`src/rtl/cso_pkg.sv`:
```
// shared types, constants and command table for the co2 sensor poller
package cso_pkg;

   localparam int FRAME_BYTES = 9;
   localparam int BEAT_W      = $clog2(FRAME_BYTES);
   localparam int CFG_W       = 16;
   localparam int CSR_IDX_W   = 2;
   localparam int QUEUE_DEPTH = 2;

   // input item kinds
   localparam logic KIND_TICK = 1'b0;
   localparam logic KIND_BYTE = 1'b1;

   // result beat kinds
   localparam logic OUT_CMD    = 1'b0;
   localparam logic OUT_REPORT = 1'b1;

   // register indexes
   localparam logic [CSR_IDX_W-1:0] CSR_POLL_INTERVAL    = 2'd0;
   localparam logic [CSR_IDX_W-1:0] CSR_RESPONSE_TIMEOUT = 2'd1;
   localparam logic [CSR_IDX_W-1:0] CSR_RECOVERY_DELAY   = 2'd2;

   localparam logic [CFG_W-1:0] POLL_INTERVAL_RST    = 16'd5000;
   localparam logic [CFG_W-1:0] RESPONSE_TIMEOUT_RST = 16'd500;
   localparam logic [CFG_W-1:0] RECOVERY_DELAY_RST   = 16'd1000;

   // frame constants
   localparam logic [7:0] FRAME_START = 8'hFF;
   localparam logic [7:0] CMD_READ    = 8'h86;
   localparam logic [7:0] CMD_ADDR    = 8'h01;
   localparam logic [7:0] CMD_CHECK   = 8'h79;
   localparam logic [8:0] TEMP_OFFSET = 9'd40;

   localparam logic [BEAT_W-1:0] LAST_BEAT = BEAT_W'(FRAME_BYTES - 1);

   typedef enum logic [1:0] {
      STAT_OK       = 2'd0,
      STAT_CHECKSUM = 2'd1,
      STAT_HEADER   = 2'd2,
      STAT_TIMEOUT  = 2'd3
   } status_type;

   // one unit of work handed from the front to the back
   typedef struct packed {
      logic              is_report;
      status_type        status;
      logic [15:0]       ppm;
      logic signed [8:0] temperature;
   } job_type;

   // read command: FF 01 86 00 00 00 00 00 79
   function automatic logic [7:0] cmd_byte(input logic [BEAT_W-1:0] idx);
      logic [7:0] b;
      case (idx)
         4'd0:    b = FRAME_START;
         4'd1:    b = CMD_ADDR;
         4'd2:    b = CMD_READ;
         4'd8:    b = CMD_CHECK;
         default: b = 8'h00;
      endcase
      return b;
   endfunction

endpackage

```
`src/rtl/co2_sensor_uart_poller.sv`:
```
// top level of the co2 sensor uart poller
//
//  channel  ports                        beat carries
//  -------  ---------------------------  ----------------------------------------
//  req      req_valid / req_ready        one ms tick or one received uart byte
//  rsp      rsp_valid / rsp_ready        one command byte or one measurement report
//  csr      csr_we, csr_index, csr_wdata write of poll, timeout or recovery register
//
// the front takes one req beat per cycle while the job queue has room; each beat
// updates the timers or the reply collector in that cycle and may queue one job
// the back turns a poll job into 9 command beats and a finished read into 1 report
// beat, one per cycle unless rsp stalls, via the queue slot and output register
// reset is synchronous and clears all control state; there is no clearing pass
// a stalled rsp side fills the 2-entry job queue, then req_ready drops
module co2_sensor_uart_poller #(
   parameter int TIMER_BITS = 16
) (
   input  logic                           clock,
   input  logic                           reset,
   input  logic                           req_valid,
   output logic                           req_ready,
   input  logic                           req_kind,
   input  logic [7:0]                     req_rx_byte,
   output logic                           rsp_valid,
   input  logic                           rsp_ready,
   output logic                           rsp_out_kind,
   output logic [7:0]                     rsp_tx_byte,
   output logic                           rsp_last,
   output logic [1:0]                     rsp_status,
   output logic [15:0]                    rsp_ppm,
   output logic signed [8:0]              rsp_temperature,
   input  logic                           csr_we,
   input  logic [cso_pkg::CSR_IDX_W-1:0]  csr_index,
   input  logic [cso_pkg::CFG_W-1:0]      csr_wdata
);
   import cso_pkg::*;

   // configuration registers
   logic [CFG_W-1:0] poll_interval_ff;
   logic [CFG_W-1:0] response_timeout_ff;
   logic [CFG_W-1:0] recovery_delay_ff;

   // front to queue to back
   job_type push_job, head_job;
   logic    job_push, job_pop, queue_empty, queue_full;

   always_ff @(posedge clock) begin
      if (reset) begin
         poll_interval_ff    <= POLL_INTERVAL_RST;
         response_timeout_ff <= RESPONSE_TIMEOUT_RST;
         recovery_delay_ff   <= RECOVERY_DELAY_RST;
      end else if (csr_we) begin
         case (csr_index)
            CSR_POLL_INTERVAL:    poll_interval_ff    <= csr_wdata;
            CSR_RESPONSE_TIMEOUT: response_timeout_ff <= csr_wdata;
            CSR_RECOVERY_DELAY:   recovery_delay_ff   <= csr_wdata;
            default: ;  // unmapped index, write ignored
         endcase
      end
   end

   // classify beats, run the timers and check the reply frame
   cso_front #(
      .TIMER_BITS (TIMER_BITS)
   ) u_front (
      .clock            (clock),
      .reset            (reset),
      .req_valid        (req_valid),
      .req_kind         (req_kind),
      .req_rx_byte      (req_rx_byte),
      .req_ready        (req_ready),
      .poll_interval    (poll_interval_ff),
      .response_timeout (response_timeout_ff),
      .recovery_delay   (recovery_delay_ff),
      .queue_full       (queue_full),
      .job_push         (job_push),
      .job              (push_job)
   );

   // decouples front and back so each can stall on its own
   cso_queue u_queue (
      .clock   (clock),
      .reset   (reset),
      .push    (job_push),
      .job_in  (push_job),
      .pop     (job_pop),
      .job_out (head_job),
      .empty   (queue_empty),
      .full    (queue_full)
   );

   // expand jobs into rsp beats
   cso_back u_back (
      .clock           (clock),
      .reset           (reset),
      .job             (head_job),
      .queue_empty     (queue_empty),
      .pop             (job_pop),
      .rsp_valid       (rsp_valid),
      .rsp_ready       (rsp_ready),
      .rsp_out_kind    (rsp_out_kind),
      .rsp_tx_byte     (rsp_tx_byte),
      .rsp_last        (rsp_last),
      .rsp_status      (rsp_status),
      .rsp_ppm         (rsp_ppm),
      .rsp_temperature (rsp_temperature)
   );

   // a job is never pushed into a full queue
   assert property (@(posedge clock) disable iff (reset) job_push |-> !queue_full)
      else $error("job pushed into full queue");

   // every report beat closes its burst
   assert property (@(posedge clock) disable iff (reset)
                    rsp_valid && (rsp_out_kind == OUT_REPORT) |-> rsp_last)
      else $error("report beat without last");

   // the closing command beat is the checksum byte
   assert property (@(posedge clock) disable iff (reset)
                    rsp_valid && (rsp_out_kind == OUT_CMD) && rsp_last
                    |-> (rsp_tx_byte == CMD_CHECK))
      else $error("command burst ends on wrong byte");

   // nothing is offered in the cycle after reset
   assert property (@(posedge clock) reset |=> !rsp_valid)
      else $error("rsp beat right after reset");

endmodule

```
`src/rtl/cso_front.sv`:
```
// front end: timers, reply collection and frame check, emits jobs
module cso_front #(
   parameter int TIMER_BITS = 16
) (
   input  logic                        clock,
   input  logic                        reset,
   input  logic                        req_valid,
   input  logic                        req_kind,
   input  logic [7:0]                  req_rx_byte,
   output logic                        req_ready,
   input  logic [cso_pkg::CFG_W-1:0]   poll_interval,
   input  logic [cso_pkg::CFG_W-1:0]   response_timeout,
   input  logic [cso_pkg::CFG_W-1:0]   recovery_delay,
   input  logic                        queue_full,
   output logic                        job_push,
   output cso_pkg::job_type            job
);
   import cso_pkg::*;

   localparam int CMP_W = (TIMER_BITS > CFG_W) ? TIMER_BITS : CFG_W;
   localparam logic [TIMER_BITS-1:0] TIMER_MAX = '1;

   logic                  waiting_ff, waiting_in;
   logic                  add_recovery_ff, add_recovery_in;
   logic [TIMER_BITS-1:0] since_read_ff, since_read_in;
   logic [TIMER_BITS-1:0] since_cmd_ff, since_cmd_in;
   logic [3:0]            byte_count_ff, byte_count_in;
   logic [7:0]            sum_ff, sum_in;
   logic [15:0]           good_ppm_ff, good_ppm_in;
   logic signed [8:0]     good_temp_ff, good_temp_in;
   logic [7:0]            reply_ff [FRAME_BYTES-1];

   logic                  accept;
   logic [TIMER_BITS-1:0] since_read_inc, since_cmd_inc;
   logic [CMP_W:0]        threshold;
   logic                  poll_due, timed_out;
   logic                  header_ok, check_ok;
   logic                  store_byte;

   assign req_ready = !queue_full;
   assign accept    = req_valid && req_ready;

   assign since_read_inc = (since_read_ff == TIMER_MAX) ? since_read_ff : since_read_ff + 1'b1;
   assign since_cmd_inc  = (since_cmd_ff == TIMER_MAX) ? since_cmd_ff : since_cmd_ff + 1'b1;

   // thresholds beyond the timer range fire at saturation
   assign threshold = {1'b0, CMP_W'(poll_interval)}
                    + {1'b0, add_recovery_ff ? CMP_W'(recovery_delay) : CMP_W'(0)};
   assign poll_due  = ({1'b0, CMP_W'(since_read_inc)} >= threshold)
                    || (since_read_inc == TIMER_MAX);
   assign timed_out = (CMP_W'(since_cmd_inc) > CMP_W'(response_timeout))
                    || (since_cmd_inc == TIMER_MAX);

   assign header_ok  = (reply_ff[0] == FRAME_START) && (reply_ff[1] == CMD_READ);
   assign check_ok   = (8'(8'h00 - sum_ff) == req_rx_byte);
   assign store_byte = accept && (req_kind == KIND_BYTE) && waiting_ff
                    && (byte_count_ff < 4'(FRAME_BYTES - 1));

   always_comb begin
      waiting_in      = waiting_ff;
      add_recovery_in = add_recovery_ff;
      since_read_in   = since_read_ff;
      since_cmd_in    = since_cmd_ff;
      byte_count_in   = byte_count_ff;
      sum_in          = sum_ff;
      good_ppm_in     = good_ppm_ff;
      good_temp_in    = good_temp_ff;
      job_push        = 1'b0;
      job             = '0;
      if (accept) begin
         case (req_kind)
            KIND_TICK: begin
               if (!waiting_ff) begin
                  since_read_in = since_read_inc;
                  if (poll_due) begin
                     job_push        = 1'b1;
                     job.is_report   = OUT_CMD;
                     waiting_in      = 1'b1;
                     since_cmd_in    = '0;
                     byte_count_in   = '0;
                     add_recovery_in = 1'b0;
                  end
               end else begin
                  since_cmd_in = since_cmd_inc;
                  if (timed_out) begin
                     job_push        = 1'b1;
                     job.is_report   = OUT_REPORT;
                     job.status      = STAT_TIMEOUT;
                     job.ppm         = good_ppm_ff;
                     job.temperature = good_temp_ff;
                     waiting_in      = 1'b0;
                     since_read_in   = '0;
                     add_recovery_in = 1'b1;
                     byte_count_in   = '0;
                  end
               end
            end
            KIND_BYTE: begin
               if (waiting_ff) begin
                  byte_count_in = byte_count_ff + 4'd1;
                  // running sum over bytes one to seven
                  if (byte_count_ff == 4'd0) begin
                     sum_in = '0;
                  end else if (byte_count_ff < 4'(FRAME_BYTES - 1)) begin
                     sum_in = sum_ff + req_rx_byte;
                  end
                  if (byte_count_ff == 4'(FRAME_BYTES - 1)) begin
                     job_push        = 1'b1;
                     job.is_report   = OUT_REPORT;
                     waiting_in      = 1'b0;
                     since_read_in   = '0;
                     byte_count_in   = '0;
                     add_recovery_in = 1'b0;
                     if (!header_ok) begin
                        job.status      = STAT_HEADER;
                        add_recovery_in = 1'b1;
                     end else if (!check_ok) begin
                        job.status = STAT_CHECKSUM;
                     end else begin
                        job.status   = STAT_OK;
                        good_ppm_in  = {reply_ff[2], reply_ff[3]};
                        good_temp_in = $signed({1'b0, reply_ff[4]} - TEMP_OFFSET);
                     end
                     job.ppm         = good_ppm_in;
                     job.temperature = good_temp_in;
                  end
               end
            end
            default: ;
         endcase
      end
   end

   always_ff @(posedge clock) begin
      if (reset) begin
         waiting_ff      <= 1'b0;
         add_recovery_ff <= 1'b0;
         since_read_ff   <= '0;
         since_cmd_ff    <= '0;
         byte_count_ff   <= '0;
         sum_ff          <= '0;
         good_ppm_ff     <= '0;
         good_temp_ff    <= '0;
      end else begin
         waiting_ff      <= waiting_in;
         add_recovery_ff <= add_recovery_in;
         since_read_ff   <= since_read_in;
         since_cmd_ff    <= since_cmd_in;
         byte_count_ff   <= byte_count_in;
         sum_ff          <= sum_in;
         good_ppm_ff     <= good_ppm_in;
         good_temp_ff    <= good_temp_in;
      end
   end

   always_ff @(posedge clock) begin
      if (store_byte) begin
         reply_ff[byte_count_ff[2:0]] <= req_rx_byte;
      end
   end

endmodule

```
`src/rtl/cso_queue.sv`:
```
// short job queue between front and back
module cso_queue (
   input  logic             clock,
   input  logic             reset,
   input  logic             push,
   input  cso_pkg::job_type job_in,
   input  logic             pop,
   output cso_pkg::job_type job_out,
   output logic             empty,
   output logic             full
);
   import cso_pkg::*;

   localparam int PTR_W = (QUEUE_DEPTH > 1) ? $clog2(QUEUE_DEPTH) : 1;
   localparam logic [PTR_W-1:0] LAST_SLOT = PTR_W'(QUEUE_DEPTH - 1);
   localparam logic [PTR_W:0]   DEPTH_CNT = (PTR_W + 1)'(QUEUE_DEPTH);

   job_type          slot_ff [QUEUE_DEPTH];
   logic [PTR_W-1:0] wr_ptr_ff, wr_ptr_in;
   logic [PTR_W-1:0] rd_ptr_ff, rd_ptr_in;
   logic [PTR_W:0]   count_ff, count_in;
   logic             do_push, do_pop;

   assign empty   = (count_ff == '0);
   assign full    = (count_ff == DEPTH_CNT);
   assign job_out = slot_ff[rd_ptr_ff];
   assign do_push = push && !full;
   assign do_pop  = pop && !empty;

   always_comb begin
      wr_ptr_in = wr_ptr_ff;
      rd_ptr_in = rd_ptr_ff;
      count_in  = count_ff;
      if (do_push) begin
         wr_ptr_in = (wr_ptr_ff == LAST_SLOT) ? '0 : wr_ptr_ff + 1'b1;
      end
      if (do_pop) begin
         rd_ptr_in = (rd_ptr_ff == LAST_SLOT) ? '0 : rd_ptr_ff + 1'b1;
      end
      case ({do_push, do_pop})
         2'b10:   count_in = count_ff + 1'b1;
         2'b01:   count_in = count_ff - 1'b1;
         default: count_in = count_ff;
      endcase
   end

   always_ff @(posedge clock) begin
      if (reset) begin
         wr_ptr_ff <= '0;
         rd_ptr_ff <= '0;
         count_ff  <= '0;
      end else begin
         wr_ptr_ff <= wr_ptr_in;
         rd_ptr_ff <= rd_ptr_in;
         count_ff  <= count_in;
      end
   end

   always_ff @(posedge clock) begin
      if (do_push) begin
         slot_ff[wr_ptr_ff] <= job_in;
      end
   end

endmodule

```
`src/rtl/cso_back.sv`:
```
// back end: expands jobs into result beats behind an output register
module cso_back (
   input  logic             clock,
   input  logic             reset,
   input  cso_pkg::job_type job,
   input  logic             queue_empty,
   output logic             pop,
   output logic             rsp_valid,
   input  logic             rsp_ready,
   output logic             rsp_out_kind,
   output logic [7:0]       rsp_tx_byte,
   output logic             rsp_last,
   output logic [1:0]       rsp_status,
   output logic [15:0]      rsp_ppm,
   output logic signed [8:0] rsp_temperature
);
   import cso_pkg::*;

   logic              busy_ff, busy_in;
   logic [BEAT_W-1:0] beat_ff, beat_in;
   logic              valid_ff, valid_in;
   logic              kind_ff, kind_in;
   logic [7:0]        tx_ff, tx_in;
   logic              last_ff, last_in;
   logic [1:0]        status_ff, status_in;
   logic [15:0]       ppm_ff, ppm_in;
   logic signed [8:0] temp_ff, temp_in;
   logic              out_free, load;

   assign out_free = !valid_ff || rsp_ready;
   assign load     = out_free && (busy_ff || !queue_empty);

   always_comb begin
      busy_in   = busy_ff;
      beat_in   = beat_ff;
      pop       = 1'b0;
      kind_in   = kind_ff;
      tx_in     = tx_ff;
      last_in   = last_ff;
      status_in = status_ff;
      ppm_in    = ppm_ff;
      temp_in   = temp_ff;
      valid_in  = load ? 1'b1 : (valid_ff && !rsp_ready);
      if (out_free) begin
         if (busy_ff) begin
            // rest of a command burst
            kind_in   = OUT_CMD;
            tx_in     = cmd_byte(beat_ff);
            last_in   = (beat_ff == LAST_BEAT);
            status_in = STAT_OK;
            ppm_in    = '0;
            temp_in   = '0;
            beat_in   = beat_ff + 1'b1;
            busy_in   = (beat_ff != LAST_BEAT);
         end else if (!queue_empty) begin
            pop = 1'b1;
            if (job.is_report == OUT_REPORT) begin
               kind_in   = OUT_REPORT;
               tx_in     = '0;
               last_in   = 1'b1;
               status_in = job.status;
               ppm_in    = job.ppm;
               temp_in   = job.temperature;
            end else begin
               kind_in   = OUT_CMD;
               tx_in     = cmd_byte('0);
               last_in   = 1'b0;
               status_in = STAT_OK;
               ppm_in    = '0;
               temp_in   = '0;
               beat_in   = BEAT_W'(1);
               busy_in   = 1'b1;
            end
         end
      end
   end

   always_ff @(posedge clock) begin
      if (reset) begin
         busy_ff  <= 1'b0;
         beat_ff  <= '0;
         valid_ff <= 1'b0;
      end else begin
         busy_ff  <= busy_in;
         beat_ff  <= beat_in;
         valid_ff <= valid_in;
      end
   end

   always_ff @(posedge clock) begin
      kind_ff   <= kind_in;
      tx_ff     <= tx_in;
      last_ff   <= last_in;
      status_ff <= status_in;
      ppm_ff    <= ppm_in;
      temp_ff   <= temp_in;
   end

   assign rsp_valid       = valid_ff;
   assign rsp_out_kind    = kind_ff;
   assign rsp_tx_byte     = tx_ff;
   assign rsp_last        = last_ff;
   assign rsp_status      = status_ff;
   assign rsp_ppm         = ppm_ff;
   assign rsp_temperature = temp_ff;

endmodule
```
`config.mk`:
```
export PLATFORM = sky130hd
export DESIGN_NAME = co2_sensor_uart_poller
export DESIGN_NICKNAME = d
export VERILOG_FILES = /design/src/rtl/cso_pkg.sv /design/src/rtl/co2_sensor_uart_poller.sv /design/src/rtl/cso_front.sv /design/src/rtl/cso_queue.sv /design/src/rtl/cso_back.sv
export SDC_FILE = /design/constraint.sdc
export NUM_CORES = 1
export LEC_CHECK = 0
export BUFFER_PORTS_ARGS = -buffer_cell sky130_fd_sc_hd__buf_4
export CORE_MARGIN = 2
export CORE_UTILIZATION = 60
export CTS_CLUSTER_SIZE = 25
export DETAILED_ROUTE_END_ITERATION = 16
export GPL_ROUTABILITY_DRIVEN = 0
export PLACE_DENSITY = 0.87
export SYNTH_ARGS = -nofsm -noshare
export SYNTH_HDL_FRONTEND = slang
export SYNTH_SLANG_ARGS = --single-unit
```
`constraint.sdc`:
```
create_clock -name clock -period 13.7 [get_ports clock]
set_input_delay 2.055 -clock clock [delete_from_list [all_inputs] [get_ports clock]]
set_output_delay 2.055 -clock clock [all_outputs]
set_load 0.01 [all_outputs]
```
==> summary.txt <==
Outcome
  – Status: complete, no violations

Yosys
  – Syn nets: 1379
  – Cells after Synth: 1279
  – Cell taking the most area after synthesis: edfxtp_1
  – Synthesized flop and latch total: 258
  – Post-synth EDFFs: 128
  – Yosys synthesis warning count: 0
  – Synth unique cells: 79
  – Share of the synthesized area in the top cell type: 0.296
  – Post-synthesis sequential area ratio: 0.496
  – FFs w/ async S/R, synth: 0
  – Syn_area_per_cell: 10.2 sq um
  – Mapped cell area: 13000 sq um
  – Top cells by count, synth: nand2_1 (151), dfxtp_1 (130), edfxtp_1 (128)
  – Cell with the most instances after synthesis: nand2_1
  – Dominant synthesized flop cell: dfxtp_1
  – Largest cells by area after synthesis: edfxtp_1 (30%), dfxtp_1 (20%), ha_1 (6.4%)

Timing
  – Slew headroom: 0.146
  – Final setup fails: 0
  – Final Skew: 0.0135 ns
  – RSZ-0062 raised after global routing: no
  – Total Neg Setup Slack: 0 ns
  – Final Cycle Share: 0.418
  – Slew at the pin closest to its max-slew limit: 1.28 ns
  – Hold Vio Cnt, Final: 0
  – F_max: 0.175 GHz
  – Slew Limit Fails: 0
  – Fin crit period: 5.73 ns

Route
  – Pre-Repair DR Iteration Count: 6
  – Via Count: 10000
  – DRC marker count from the first detailed-route iteration: 1078
  – Number of routed nets with antenna violations: 0
  – Vias per cell: 6.20
  – Final wirelength: 28400 microns
  – Routed len/inst: 17.6 microns
  – Number of remaining DRC errors: 0

CTS
  – Post-CTS Setup Bufs: 0
  – Clock Sinks: 258
  – H-Tree Depth: 1
  – CTS Buffer Depth: 3
  – CTS Buf Count: 26
  – Post-cts sizing count: 0
  – Clk root buf: clkbuf_16
  – Clk_lat worst skew: 0.54 ns
  – CTS clk-pin slew, worst paths: 0.06 ns
  – Hold_buf cts: 0
  – CTS tree: done

Placed design
  – Placed instance area: 13600 sq um
  – Placed insts: 1569
  – Port Buffers: 70
  – HPWL after DPL: 19300 microns

Finish
  – Storage cell area: 6450 sq um
  – Fin util: 0.689
  – Fillcell total: 1471
  – Synth-to-layout area growth: 12.2%
  – Share of cells above drive strength 1: 0.121
  – Final cell count without fillers: 1617
  – Post-layout instance area: 14600 sq um
  – Ant diodes: 0
  – Nets@finish: 1422
  – Area of the multi-input gates: 6010 sq um

Floorplan
  – Num ports: 71
  – FP Rows: 53
  – Core Area: 21200 sq um
  – Die area: 22900 sq um
  – Starting Density: 0.614
  – Die width: 151 microns
  – Chip height: 151 microns

Setup path
  – WS Path Type: register to register
  – Crit. End Element: register
  – Most common cell on crit path: a21oi_1
  – Reg-to-Reg Start: u_front.add_recovery_ff$_SDFFE_PP0P_
  – Critical Path Fanout Max: 28
  – Slowest-stage cell, CP: and3_1
  – Required time worst endpoint: 13.85 ns
  – CP arrival: 5.87 ns
  – Critical path startpoint category: register
  – Critical path cell sequence: and2_1 -> ha_1 -> a21oi_1 -> a2bb2oi_1 -> a2111o_1 -> a31oi_1 -> a21oi_1 -> o21ai_0 -> a21oi_1 -> xor2_1 -> ha_1 -> nor2_1 -> a2111o_1 -> a211oi_1 -> a311oi_1 -> o21ai_2 -> and3_1
  – Critical path origin: u_front.add_recovery_ff$_SDFFE_PP0P_
  – CP max stage delay: 1.08 ns

Global routing
  – Gr usage total: 0.248
  – Vias in the first global route: 9424
  – Total grt overflow: 0
  – Global-route wire length before repair: 46100 microns
  – Pin count of the biggest net entering global routing: 60
  – Initial antenna violation count: 0

Power
  – Sw Share: 0.252
  – LEAKAGE: 5.69 nW
  – Seq pwr share: 0.466
  – P_int: 1.48 mW
  – Combinational share of power: 0.155
  – Power density cells: 136 nW/um^2
  – Clk pwr share: 0.379
  – NetSw: 500 uW
  – Peak supply drop: 0.0924 mV

Min path
  – HP Class: register to register
  – Hold_sp: response_timeout_ff[15]$_SDFFE_PP0P_

Run
  – Max_cap viols: 0
[per-layer routing]
metal	GRT usage	routed length, microns	up-vias	part of all wire
met5	0	0	-	0
met2	0.427	13800	444	0.48
met4	0.0734	780	0	0.027
li1	-	-	4755	-
met1	0.327	12000	4741	0.42
met3	0.0340	1900	81	0.067
[through the flow]
| step | hold slack [ns] | worst slack [ns] | power, mW |
|---|---|---|---|
| floorplan | 0.432 | 8.56 | 1.12 |
| global placement | 0.440 | 8.36 | 1.23 |
| detailed placement | 0.447 | 8.03 | 1.25 |
| CTS | 0.456 | 8.01 | 1.99 |
| global route | 0.477 | 7.55 | 2.07 |
| finish | 0.455 | 7.97 | 1.98 |
[layout make-up]
class | count | share of cell area
well taps | 275 | 0.0236
flip-flops and latches | 258 | 0.442
repair buffers | 83 | 0.0427
inverters | 58 | 0.0149
clock inverters | 9 | 0.00927
multi-input cells | 895 | 0.412
clock buffers | 39 | 0.0549
[path summary, 6_finish.rpt]
check	endpoint	slack (ns)	cells past startpoint
setup / recovery	u_queue.slot_ff[1][14]$_DFFE_PP_	7.97	17
hold / removal	response_timeout_ff[15]$_SDFFE_PP0P_	0.46	2
setup reg to reg	u_queue.slot_ff[1][14]$_DFFE_PP_	7.97	17
hold reg to reg	response_timeout_ff[15]$_SDFFE_PP0P_	0.46	2
[registers in the layout, summed over array words and instances (netlist names), 4 cells and up, named ones only]
signal and count:
u_queue.slot_ff 56, poll_interval_ff 16, u_front.since_read_ff 16, u_front.good_temp_ff 9, u_front.good_ppm_ff 16, u_front.reply_ff 40
u_front.sum_ff 8, u_back.rsp_temperature 9, u_back.rsp_ppm 16, u_back.beat_ff 4, u_front.since_cmd_ff 16, recovery_delay_ff 16
response_timeout_ff 16, u_front.byte_count_ff 4
[cell families (layout without fill, tap and decap cells)]
kind of cell | Yosys count | after routing | share of synthesized area
xor+xnor | 51 | 51 | 0.0344
mux | 59 | 59 | 0.0456
buf+inv | 126 | 189 | 0.0422
compound gates | 249 | 249 | 0.135
fa+ha+maj | 68 | 68 | 0.0666
simple gates | 468 | 468 | 0.180
flops | 258 | 258 | 0.496
[worst max-delay path: cells and delay by family (launching register included)]
kind	cells	cell delay [ns]
AND/OR/NAND/NOR	3	1.38
adder cells (fa/ha/maj)	2	0.44
AO/OA/AOI/OAI	11	2.73
flip-flops	1	0.61
XOR/XNOR	1	0.17
[power groups by stage]
stage	sequential [mW]	combinational [mW]	clock (mW)
finish	0.926	0.307	0.752
global route	0.934	0.339	0.793
CTS	0.927	0.309	0.759
detailed placement	0.943	0.306	0
global placement	0.937	0.292	0
floorplan	0.966	0.153	0
[placed cells by master, fill, tap and decap left out, drive strengths merged, types with 7 or more instances in the layout]
cell type    n
edfxtp     128
xnor2       31
a22o        16
and2        22
o211ai       9
and4        11
nand2      151
and3        12
o221a       25
a31oi       11
dfxtp      130
nand2b       7
o21ai       30
nor4        20
a22oi        8
mux2i       57
a21oi       85
inv         59
a311oi       7
nor3        25
buf         83
nand4       25
xor2        20
nor2       113
ha          66
nand3       40
clkbuf      39
nor2b        8
a21o        13
Power figures use the tool's default switching activity.
